### src/sv/gcr_pkg.sv
// ----------------------------------------------------------------------------
// gcr_pkg: shared types and constants of the glyph column rasterizer
// Holds the register map, the supported font heights and the word that the
// front end hands to the back end through the column queue.
// ----------------------------------------------------------------------------
package gcr_pkg;

  localparam int unsigned CoordW  = 16;
  localparam int unsigned ColorW  = 16;
  localparam int unsigned HeightW = 6;
  localparam int unsigned ByteW   = 8;
  localparam int unsigned CfgIdxW = 2;

  // Configuration register indexes.
  localparam logic [CfgIdxW-1:0] REG_FG_COLOR      = 2'd0;
  localparam logic [CfgIdxW-1:0] REG_BG_COLOR      = 2'd1;
  localparam logic [CfgIdxW-1:0] REG_SCREEN_WIDTH  = 2'd2;
  localparam logic [CfgIdxW-1:0] REG_SCREEN_HEIGHT = 2'd3;

  // Register reset values.
  localparam logic [ColorW-1:0] FG_RESET = 16'h0000;
  localparam logic [ColorW-1:0] BG_RESET = 16'hFFFF;
  localparam logic [CoordW-1:0] SW_RESET = 16'd240;
  localparam logic [CoordW-1:0] SH_RESET = 16'd320;

  // Supported font heights.
  localparam logic [HeightW-1:0] HEIGHT_12 = 6'd12;
  localparam logic [HeightW-1:0] HEIGHT_16 = 6'd16;
  localparam logic [HeightW-1:0] HEIGHT_24 = 6'd24;
  localparam logic [HeightW-1:0] HEIGHT_32 = 6'd32;

  // Column queue depth (two entries, one pointer bit).
  localparam int unsigned QDepth = 2;

  // One drawable glyph byte: origin of its first bit, which bit positions
  // produce a write (MSB first), and which of them are set (foreground).
  typedef struct packed {
    logic [CoordW-1:0] x;
    logic [CoordW-1:0] y;
    logic [ByteW-1:0]  emit;
    logic [ByteW-1:0]  set;
  } col_word_t;

  // Queue status seen by the back end.
  typedef struct packed {
    logic valid;
    logic full;
  } q_status_t;

  function automatic logic height_ok(input logic [HeightW-1:0] h);
    return (h == HEIGHT_12) || (h == HEIGHT_16) || (h == HEIGHT_24) || (h == HEIGHT_32);
  endfunction

endpackage

### src/sv/gcr_front.sv
// ----------------------------------------------------------------------------
// gcr_front: glyph byte classifier
// Tracks the character cursor and turns each glyph byte into a column word
// that lists which of its bits are drawn, then advances the cursor.
// ----------------------------------------------------------------------------
module gcr_front (
  input  logic                             clk,
  input  logic                             rst_n,
  input  logic                             acc,
  input  logic [gcr_pkg::ByteW-1:0]        glyph_byte,
  input  logic                             first_byte,
  input  logic [gcr_pkg::CoordW-1:0]       start_x,
  input  logic [gcr_pkg::CoordW-1:0]       start_y,
  input  logic [gcr_pkg::HeightW-1:0]      font_height,
  input  logic                             transparent,
  input  logic [gcr_pkg::CoordW-1:0]       screen_width,
  input  logic [gcr_pkg::CoordW-1:0]       screen_height,
  output logic                             push,
  output gcr_pkg::col_word_t               push_word
);

  logic [gcr_pkg::CoordW-1:0]  cx_r, cx_nxt, cy_r, cy_nxt, top_r, top_nxt;
  logic [gcr_pkg::HeightW-1:0] row_r, row_nxt, h_r, h_nxt;
  logic                        tr_r, tr_nxt, stop_r, stop_nxt;

  logic [gcr_pkg::CoordW-1:0]  cx_e, cy_e, top_e;
  logic [gcr_pkg::HeightW-1:0] row_e, h_e, kc;
  logic                        tr_e, stop_e;
  logic [gcr_pkg::CoordW:0]    kb, cx_inc;
  logic                        bottom, col_end;
  logic [3:0]                  k;
  logic [gcr_pkg::ByteW-1:0]   take, emit;

  always_comb begin
    // A first byte loads a new character before its bits are classified.
    if (first_byte) begin
      cx_e   = start_x;
      cy_e   = start_y;
      top_e  = start_y;
      row_e  = '0;
      h_e    = font_height;
      tr_e   = transparent;
      stop_e = !gcr_pkg::height_ok(font_height);
    end else begin
      cx_e   = cx_r;
      cy_e   = cy_r;
      top_e  = top_r;
      row_e  = row_r;
      h_e    = h_r;
      tr_e   = tr_r;
      stop_e = stop_r;
    end

    // Bits left before the bottom edge stops the character (at least one),
    // and bits left before the column ends.
    if (cy_e >= screen_height) begin
      kb = 17'd1;
    end else begin
      kb = {1'b0, screen_height} - {1'b0, cy_e};
    end
    kc = h_e - row_e;

    // The bottom edge wins when both fall on the same bit.
    bottom  = (kb <= 17'd8) && (kb <= {11'b0, kc});
    col_end = !bottom && (kc <= 6'd8);
    if (bottom) begin
      k = kb[3:0];
    end else if (col_end) begin
      k = kc[3:0];
    end else begin
      k = 4'd8;
    end

    take   = ~(8'hFF >> k);
    emit   = take & (glyph_byte | {gcr_pkg::ByteW{!tr_e}});
    cx_inc = {1'b0, cx_e} + 17'd1;

    cx_nxt   = cx_r;
    cy_nxt   = cy_r;
    top_nxt  = top_r;
    row_nxt  = row_r;
    h_nxt    = h_r;
    tr_nxt   = tr_r;
    stop_nxt = stop_r;
    if (acc) begin
      cx_nxt   = cx_e;
      cy_nxt   = cy_e;
      top_nxt  = top_e;
      row_nxt  = row_e;
      h_nxt    = h_e;
      tr_nxt   = tr_e;
      stop_nxt = stop_e;
      if (!stop_e) begin
        if (bottom) begin
          stop_nxt = 1'b1;
        end else if (col_end) begin
          cy_nxt  = top_e;
          row_nxt = '0;
          if (cx_inc >= {1'b0, screen_width}) begin
            stop_nxt = 1'b1;
          end else begin
            cx_nxt = cx_inc[gcr_pkg::CoordW-1:0];
          end
        end else begin
          cy_nxt  = cy_e + 16'd8;
          row_nxt = row_e + 6'd8;
        end
      end
    end

    push           = acc && !stop_e && (emit != '0);
    push_word.x    = cx_e;
    push_word.y    = cy_e;
    push_word.emit = emit;
    push_word.set  = glyph_byte;
  end

  always_ff @(posedge clk) begin
    if (!rst_n) begin
      cx_r   <= '0;
      cy_r   <= '0;
      top_r  <= '0;
      row_r  <= '0;
      h_r    <= '0;
      tr_r   <= 1'b0;
      stop_r <= 1'b1;
    end else begin
      cx_r   <= cx_nxt;
      cy_r   <= cy_nxt;
      top_r  <= top_nxt;
      row_r  <= row_nxt;
      h_r    <= h_nxt;
      tr_r   <= tr_nxt;
      stop_r <= stop_nxt;
    end
  end

endmodule

### src/sv/gcr_queue.sv
// ----------------------------------------------------------------------------
// gcr_queue: two-entry column word queue
// Decouples the classifier from the pixel emitter.
// ----------------------------------------------------------------------------
module gcr_queue (
  input  logic                clk,
  input  logic                rst_n,
  input  logic                push,
  input  gcr_pkg::col_word_t  push_word,
  input  logic                pop,
  output gcr_pkg::col_word_t  head,
  output gcr_pkg::q_status_t  status
);

  gcr_pkg::col_word_t mem_r [gcr_pkg::QDepth];
  logic               wr_ptr_r, wr_ptr_nxt, rd_ptr_r, rd_ptr_nxt;
  logic [1:0]         cnt_r, cnt_nxt;

  always_comb begin
    wr_ptr_nxt = push ? !wr_ptr_r : wr_ptr_r;
    rd_ptr_nxt = pop ? !rd_ptr_r : rd_ptr_r;
    cnt_nxt    = cnt_r + {1'b0, push} - {1'b0, pop};
    head         = mem_r[rd_ptr_r];
    status.valid = (cnt_r != 2'd0);
    status.full  = (cnt_r == 2'd2);
  end

  always_ff @(posedge clk) begin
    if (push) begin
      mem_r[wr_ptr_r] <= push_word;
    end
    if (!rst_n) begin
      wr_ptr_r <= 1'b0;
      rd_ptr_r <= 1'b0;
      cnt_r    <= 2'd0;
    end else begin
      wr_ptr_r <= wr_ptr_nxt;
      rd_ptr_r <= rd_ptr_nxt;
      cnt_r    <= cnt_nxt;
    end
  end

endmodule

### src/sv/gcr_back.sv
// ----------------------------------------------------------------------------
// gcr_back: pixel emitter
// Takes column words from the queue and emits one pixel write per cycle
// into a registered output stage while the output is not stalled.
// ----------------------------------------------------------------------------
module gcr_back (
  input  logic                          clk,
  input  logic                          rst_n,
  input  gcr_pkg::col_word_t            head,
  input  gcr_pkg::q_status_t            q_status,
  output logic                          pop,
  input  logic [gcr_pkg::ColorW-1:0]    fg_color,
  input  logic [gcr_pkg::ColorW-1:0]    bg_color,
  output logic                          out_valid,
  input  logic                          out_stall,
  output logic [gcr_pkg::CoordW-1:0]    out_pixel_x,
  output logic [gcr_pkg::CoordW-1:0]    out_pixel_y,
  output logic [gcr_pkg::ColorW-1:0]    out_pixel_color,
  output logic                          out_last_pixel
);

  logic                      w_valid_r, w_valid_nxt;
  gcr_pkg::col_word_t        w_r, w_nxt;
  logic                      ov_r, ov_nxt;
  logic [gcr_pkg::CoordW-1:0] ox_r, ox_nxt, oy_r, oy_nxt;
  logic [gcr_pkg::ColorW-1:0] oc_r, oc_nxt;
  logic                      ol_r, ol_nxt;

  logic                      out_load, fire, done, found;
  logic [2:0]                idx;
  logic [gcr_pkg::ByteW-1:0] bit_sel, rem;

  always_comb begin
    // Leading drawn bit; position 0 is the MSB, the top row of the run.
    idx   = 3'd0;
    found = 1'b0;
    for (int i = 0; i < 8; i++) begin
      if (!found && w_r.emit[7 - i]) begin
        idx   = 3'(i);
        found = 1'b1;
      end
    end
    bit_sel = 8'h80 >> idx;
    rem     = w_r.emit & ~bit_sel;

    out_load = !ov_r || !out_stall;
    fire     = w_valid_r && out_load;
    done     = fire && (rem == '0);
    pop      = q_status.valid && (!w_valid_r || done);

    w_valid_nxt = w_valid_r;
    w_nxt       = w_r;
    if (pop) begin
      w_valid_nxt = 1'b1;
      w_nxt       = head;
    end else if (done) begin
      w_valid_nxt = 1'b0;
    end else if (fire) begin
      w_nxt.emit = rem;
    end

    ov_nxt = ov_r;
    ox_nxt = ox_r;
    oy_nxt = oy_r;
    oc_nxt = oc_r;
    ol_nxt = ol_r;
    if (fire) begin
      ov_nxt = 1'b1;
      ox_nxt = w_r.x;
      oy_nxt = w_r.y + {13'b0, idx};
      oc_nxt = ((w_r.set & bit_sel) != '0) ? fg_color : bg_color;
      ol_nxt = (rem == '0);
    end else if (out_load) begin
      ov_nxt = 1'b0;
    end
  end

  always_ff @(posedge clk) begin
    w_r  <= w_nxt;
    ox_r <= ox_nxt;
    oy_r <= oy_nxt;
    oc_r <= oc_nxt;
    ol_r <= ol_nxt;
    if (!rst_n) begin
      w_valid_r <= 1'b0;
      ov_r      <= 1'b0;
    end else begin
      w_valid_r <= w_valid_nxt;
      ov_r      <= ov_nxt;
    end
  end

  assign out_valid       = ov_r;
  assign out_pixel_x     = ox_r;
  assign out_pixel_y     = oy_r;
  assign out_pixel_color = oc_r;
  assign out_last_pixel  = ol_r;

endmodule

### src/sv/glyph_column_rasterizer.sv
// Path: an accepted byte's column word enters the queue, then the emitter's word
// register, then the registered output stage. Throughput: a byte is accepted every
// cycle while the two-word column queue has room; the emitter sends one pixel write
// per cycle unless stalled, up to eight per byte; bytes with no write never reach it.
// Reset (rst_n low, synchronous): registers take their reset values, the queue
// and output stage empty, and no character is active until a first byte.
// ----------------------------------------------------------------------------
// glyph_column_rasterizer: bitmap font character rasterizer
// Turns column-major glyph bytes into pixel writes in foreground or
// background color, stopping a character at the screen edges.
// ----------------------------------------------------------------------------
module glyph_column_rasterizer (
  input  logic                               clk,
  input  logic                               rst_n,
  // Glyph byte channel.
  input  logic                               in_valid,
  output logic                               in_stall,
  input  logic [gcr_pkg::ByteW-1:0]          in_glyph_byte,
  input  logic                               in_first_byte,
  input  logic [gcr_pkg::CoordW-1:0]         in_start_x,
  input  logic [gcr_pkg::CoordW-1:0]         in_start_y,
  input  logic [gcr_pkg::HeightW-1:0]        in_font_height,
  input  logic                               in_transparent,
  // Pixel write channel.
  output logic                               out_valid,
  input  logic                               out_stall,
  output logic [gcr_pkg::CoordW-1:0]         out_pixel_x,
  output logic [gcr_pkg::CoordW-1:0]         out_pixel_y,
  output logic [gcr_pkg::ColorW-1:0]         out_pixel_color,
  output logic                               out_last_pixel,
  // Configuration write channel.
  input  logic                               cfg_valid,
  output logic                               cfg_ready,
  input  logic [gcr_pkg::CfgIdxW-1:0]        cfg_index,
  input  logic [gcr_pkg::ColorW-1:0]         cfg_data
);

  // Configuration registers. Writes are always taken at once.
  logic [gcr_pkg::ColorW-1:0] fg_r, fg_nxt, bg_r, bg_nxt;
  logic [gcr_pkg::CoordW-1:0] sw_r, sw_nxt, sh_r, sh_nxt;

  logic                 in_acc, push, pop;
  gcr_pkg::col_word_t   push_word, head;
  gcr_pkg::q_status_t   q_status;

  assign cfg_ready = 1'b1;

  always_comb begin
    fg_nxt = fg_r;
    bg_nxt = bg_r;
    sw_nxt = sw_r;
    sh_nxt = sh_r;
    if (cfg_valid) begin
      unique case (cfg_index)
        gcr_pkg::REG_FG_COLOR:      fg_nxt = cfg_data;
        gcr_pkg::REG_BG_COLOR:      bg_nxt = cfg_data;
        gcr_pkg::REG_SCREEN_WIDTH:  sw_nxt = cfg_data;
        gcr_pkg::REG_SCREEN_HEIGHT: sh_nxt = cfg_data;
        default: ;
      endcase
    end
  end

  always_ff @(posedge clk) begin
    if (!rst_n) begin
      fg_r <= gcr_pkg::FG_RESET;
      bg_r <= gcr_pkg::BG_RESET;
      sw_r <= gcr_pkg::SW_RESET;
      sh_r <= gcr_pkg::SH_RESET;
    end else begin
      fg_r <= fg_nxt;
      bg_r <= bg_nxt;
      sw_r <= sw_nxt;
      sh_r <= sh_nxt;
    end
  end

  // The front end only waits for queue space; every byte is classified in
  // the cycle it is accepted, so cursor state is always current.
  assign in_stall = q_status.full;
  assign in_acc   = in_valid && !in_stall;

  gcr_front u_front (
    .clk           (clk),
    .rst_n         (rst_n),
    .acc           (in_acc),
    .glyph_byte    (in_glyph_byte),
    .first_byte    (in_first_byte),
    .start_x       (in_start_x),
    .start_y       (in_start_y),
    .font_height   (in_font_height),
    .transparent   (in_transparent),
    .screen_width  (sw_r),
    .screen_height (sh_r),
    .push          (push),
    .push_word     (push_word)
  );

  gcr_queue u_queue (
    .clk       (clk),
    .rst_n     (rst_n),
    .push      (push),
    .push_word (push_word),
    .pop       (pop),
    .head      (head),
    .status    (q_status)
  );

  // The emitter walks the drawn bits of a word, one write per cycle while the
  // output is not stalled, and marks the write for the last drawn bit.
  gcr_back u_back (
    .clk             (clk),
    .rst_n           (rst_n),
    .head            (head),
    .q_status        (q_status),
    .pop             (pop),
    .fg_color        (fg_r),
    .bg_color        (bg_r),
    .out_valid       (out_valid),
    .out_stall       (out_stall),
    .out_pixel_x     (out_pixel_x),
    .out_pixel_y     (out_pixel_y),
    .out_pixel_color (out_pixel_color),
    .out_last_pixel  (out_last_pixel)
  );

endmodule

### config.mk
export PLATFORM = sky130hd
export DESIGN_NAME = glyph_column_rasterizer
export DESIGN_NICKNAME = d
export VERILOG_FILES = /design/src/sv/gcr_pkg.sv /design/src/sv/gcr_front.sv /design/src/sv/gcr_queue.sv /design/src/sv/gcr_back.sv /design/src/sv/glyph_column_rasterizer.sv
export SDC_FILE = /design/constraint.sdc
export NUM_CORES = 1
export LEC_CHECK = 0
export ABC_AREA = 1
export BUFFER_PORTS_ARGS = -buffer_cell sky130_fd_sc_hd__buf_4
export CAP_MARGIN = 20
export CORE_ASPECT_RATIO = 0.7
export CORE_UTILIZATION = 25
export DETAILED_ROUTE_END_ITERATION = 7
export GPL_ROUTABILITY_DRIVEN = 0
export PLACE_DENSITY_LB_ADDON = 0.12
export REMOVE_ABC_BUFFERS = 1
export SYNTH_ARGS = -nofsm -noshare
export SYNTH_HDL_FRONTEND = slang
export SYNTH_SLANG_ARGS = --single-unit
### constraint.sdc
create_clock -name clk -period 13.5 [get_ports clk]
set_input_delay 1.35 -clock clk [delete_from_list [all_inputs] [get_ports clk]]
set_output_delay 1.35 -clock clk [all_outputs]
set_load 0.01 [all_outputs]
==> impl_metrics.tcl <==
set metrics [dict create \
    status "completed" \
    drive_gt1_frac 0.171 \
    seqPwrFrac 0.416 \
    dpl.hpwl_um 30900 \
    fin_skew_ns 0.0164 \
    via_count 11800 \
    ys_ff_latch 326 \
    setup_viol 0 \
    r2r_slack_ns 8.32 \
    arrival_ns 6.79 \
    intPower_w 0.00225 \
    drc 0 \
    synth.most_common_cell "nand2_1" \
    p_clk_frac 0.308 \
    synth_cell_types 62 \
    hold_ws_ns 0.417 \
    dr.pass1.iters 5 \
    dieArea_um2 64100 \
    vias_per_cell 4.42 \
    area_growth_syn_to_layout_pct 19.3 \
    synth_edf_count 193 \
    cts_resized 0 \
    wl_per_cell_um 16.7 \
    ctsHoldBuffers 0 \
    synth_warnings 0 \
    antenna_found_initial 0 \
    num_io_pins 123 \
    r2r_cells 30 \
    cp-startpoint "in_first_byte" \
    r2r-start "u_front.cy_r[6]" \
    clk_pin_slew_ns 0.06 \
    slew_headroom 0.301 \
    clock_sinks 326 \
    synthArstFlopShare 0 \
    total_power_w 0.00336 \
    syn_inst 1703 \
    die_w_um 302 \
    drv_cap 0 \
    insertion_delay_ns 0.56 \
    fp.dieH_um 212 \
    htreeDepth 2 \
    numCtsBuffers 37 \
    root_buffer "clkbuf_16" \
    start_util 0.255 \
    clk_path_buf_depth 3 \
    r2r_end "u_queue.mem_r[0][39]" \
    post-cts-setup-buffers 0 \
    tightest_slew_ns 1.05 \
    final_antenna_net_count 0 \
    fp-row-count 76 \
    grt_pass1_wl_um 67300 \
    grt_setup_unrepaired "false" \
    worst_ep_required_time_ns 13.69 \
    ys.flop_type "edfxtp_1" \
    cp-endpoint "u_queue.mem_r[0][39]" \
    core_um2 61900 \
    portBuffers 121 \
    wl_um 44400 \
    static-leakage-power_nw 7.73 \
    critPathMaxFanout 48 \
    worst_path_max_delay_cell "buf_4" \
    netSwitchingPower_w 0.00111 \
    max_freq_mhz 152 \
    finalMaxSlewViolations 0 \
    powerDensity_nw_per_um2 179 \
    cts_tree "built" \
    grt_pass1_vias 11000 \
    endpoint_kind "flip-flop" \
    period_minus_slack_ns 6.60 \
    crit_type "primary input to flip-flop" \
    comb_power_share 0.275 \
    cp_common_cell "nand2_1" \
    crit_path_max_incr_delay_ns 0.59 \
    ys_top_cells_by_area "edfxtp_1 37%, dfxtp_1 17%, nand2_1 7.6%" \
    crit_path_start_kind "primary input" \
    grt_start_max_net_pins 96 \
    fin_util 0.304 \
    grt_usage 0.138 \
    switching_share 0.330 \
    syn_avg_cell_area_um2 9.26 \
    synth_seq_area_share 0.536 \
    hold_violations 0 \
    synth_top_area_frac 0.368 \
    hold_path.class "flip-flop to flip-flop" \
    dr.first_iter.drc_count 645 \
    peakVddDrop_mv 0.0697 \
    fin_tns_setup_ns 0 \
    yosysTopAreaCell "edfxtp_1" \
    synthTopCellsByCount "319 x nand2_1, 201 x inv_1, 193 x edfxtp_1" \
    antenna_cells 0 \
    overflow 0 \
    synth_area_um2 15800 \
    fin_crit_sh 0.489 \
    fin_nets 1940 \
]
-- how the worst min path moves through the flow --
stage | slack, ns | endpoint | start | cells after the start
after floorplan | 0.40 | u_back.out_pixel_x[0] | u_back.w_r[32] | 0
after global placement | 0.41 | u_back.out_pixel_x[10] | u_back.w_r[42] | 0
after CTS | 0.42 | u_back.out_pixel_x[12] | u_back.w_r[44] | 0
after global routing | 0.42 | u_back.out_pixel_x[0] | u_back.w_r[32] | 0
final | 0.42 | u_back.out_pixel_x[12] | u_back.w_r[44] | 0
after detailed placement | 0.41 | u_back.out_pixel_x[8] | u_back.w_r[40] | 0
-- critical path, delay by kind of cell --
kind | cells | cell delay (ns)
AOI/OAI and AO/OA | 6 | 0.83
adders and majority gates | 2 | 0.71
buffers and inverters | 9 | 2.01
and+or+nand+nor | 16 | 1.79
-- layout by cell type (no fill, tap or decap), types with 6 or more instances in the layout --
master / count
inv_1: 199
clkinv_2: 11
xnor2_1: 6
nand4_1: 10
nand3_1: 50
edfxtp_1: 193
o211ai_1: 35
nor2_1: 141
clkbuf_16: 38
or2_2: 17
clkbuf_1: 7
o21ai_1: 13
o221ai_1: 7
a31oi_1: 17
xor2_1: 32
buf_4: 137
nor3_1: 13
dfxtp_1: 132
mux2_2: 40
nand3b_1: 6
nand2_1: 319
nor3_2: 8
o31ai_1: 9
inv_2: 12
ha_1: 51
nand2_2: 14
a21oi_1: 121
o21ai_0: 139
-- layout make-up --
type | instances | area (um2)
inverter | 213 | 802
sequential | 326 | 8460
timing repair buffer | 137 | 1030
tap | 819 | 1020
clock buffer | 47 | 1000
multi-input combinational | 1100 | 6250
fill | 6426 | 43100
clock inverter | 21 | 233
-- routing by layer --
layer  global-route usage  part of all wire  vias to the layer above
li1                     -                 -                     5977
met1                0.215              0.54                     5491
met2                0.187              0.39                      255
met3               0.0277             0.051                       56
met4               0.0413             0.022                        0
met5                    0                 0                        -
-- power by group through the flow --
stage	combinational, W	clock (W)	sequential, W
2_1_floorplan	0.000545	0	0.00144
3_3_place_gp	0.000936	0	0.00142
3_5_place_dp	0.000939	0	0.00142
4_1_cts	0.000941	0.00108	0.00140
5_1_grt	0.00105	0.00111	0.00142
6_report	0.000925	0.00104	0.00140
-- state kept, by name, indices dropped and copies added (netlist names), 16 cells and up, named ones only --
| name | flops |
|---|---|
| u_back.out_pixel_color | 16 |
| u_front.cx_r | 16 |
| u_back.w_r | 48 |
| u_front.top_r | 16 |
| u_queue.mem_r | 96 |
| sw_r | 16 |
| u_front.cy_r | 16 |
| fg_r | 16 |
| sh_r | 16 |
| bg_r | 16 |
| u_back.out_pixel_y | 16 |
| u_back.out_pixel_x | 16 |
-- logic make-up (layout without fill, tap and decap cells) --
logic type,Yosys count,count (layout),share of synthesized area
compound gates,360,360,0.129
other cells,1,1,0.000238
simple gates,603,603,0.168
mux,42,42,0.0298
buf+inv,277,418,0.0694
flops,326,326,0.536
xor+xnor,40,40,0.0232
fa+ha+maj,54,54,0.0443
-- per-stage QoR --
step	std cells	setup WS, ns	area, um2
6_report	2663	6.90	18800
5_1_grt	2663	6.32	18800
4_1_cts	2663	6.89	18800
3_5_place_dp	2595	6.27	17600
3_3_place_gp	2595	6.37	17600
2_1_floorplan	1639	6.00	15500
No activity file was read; power rests on OpenSTA's default activity.
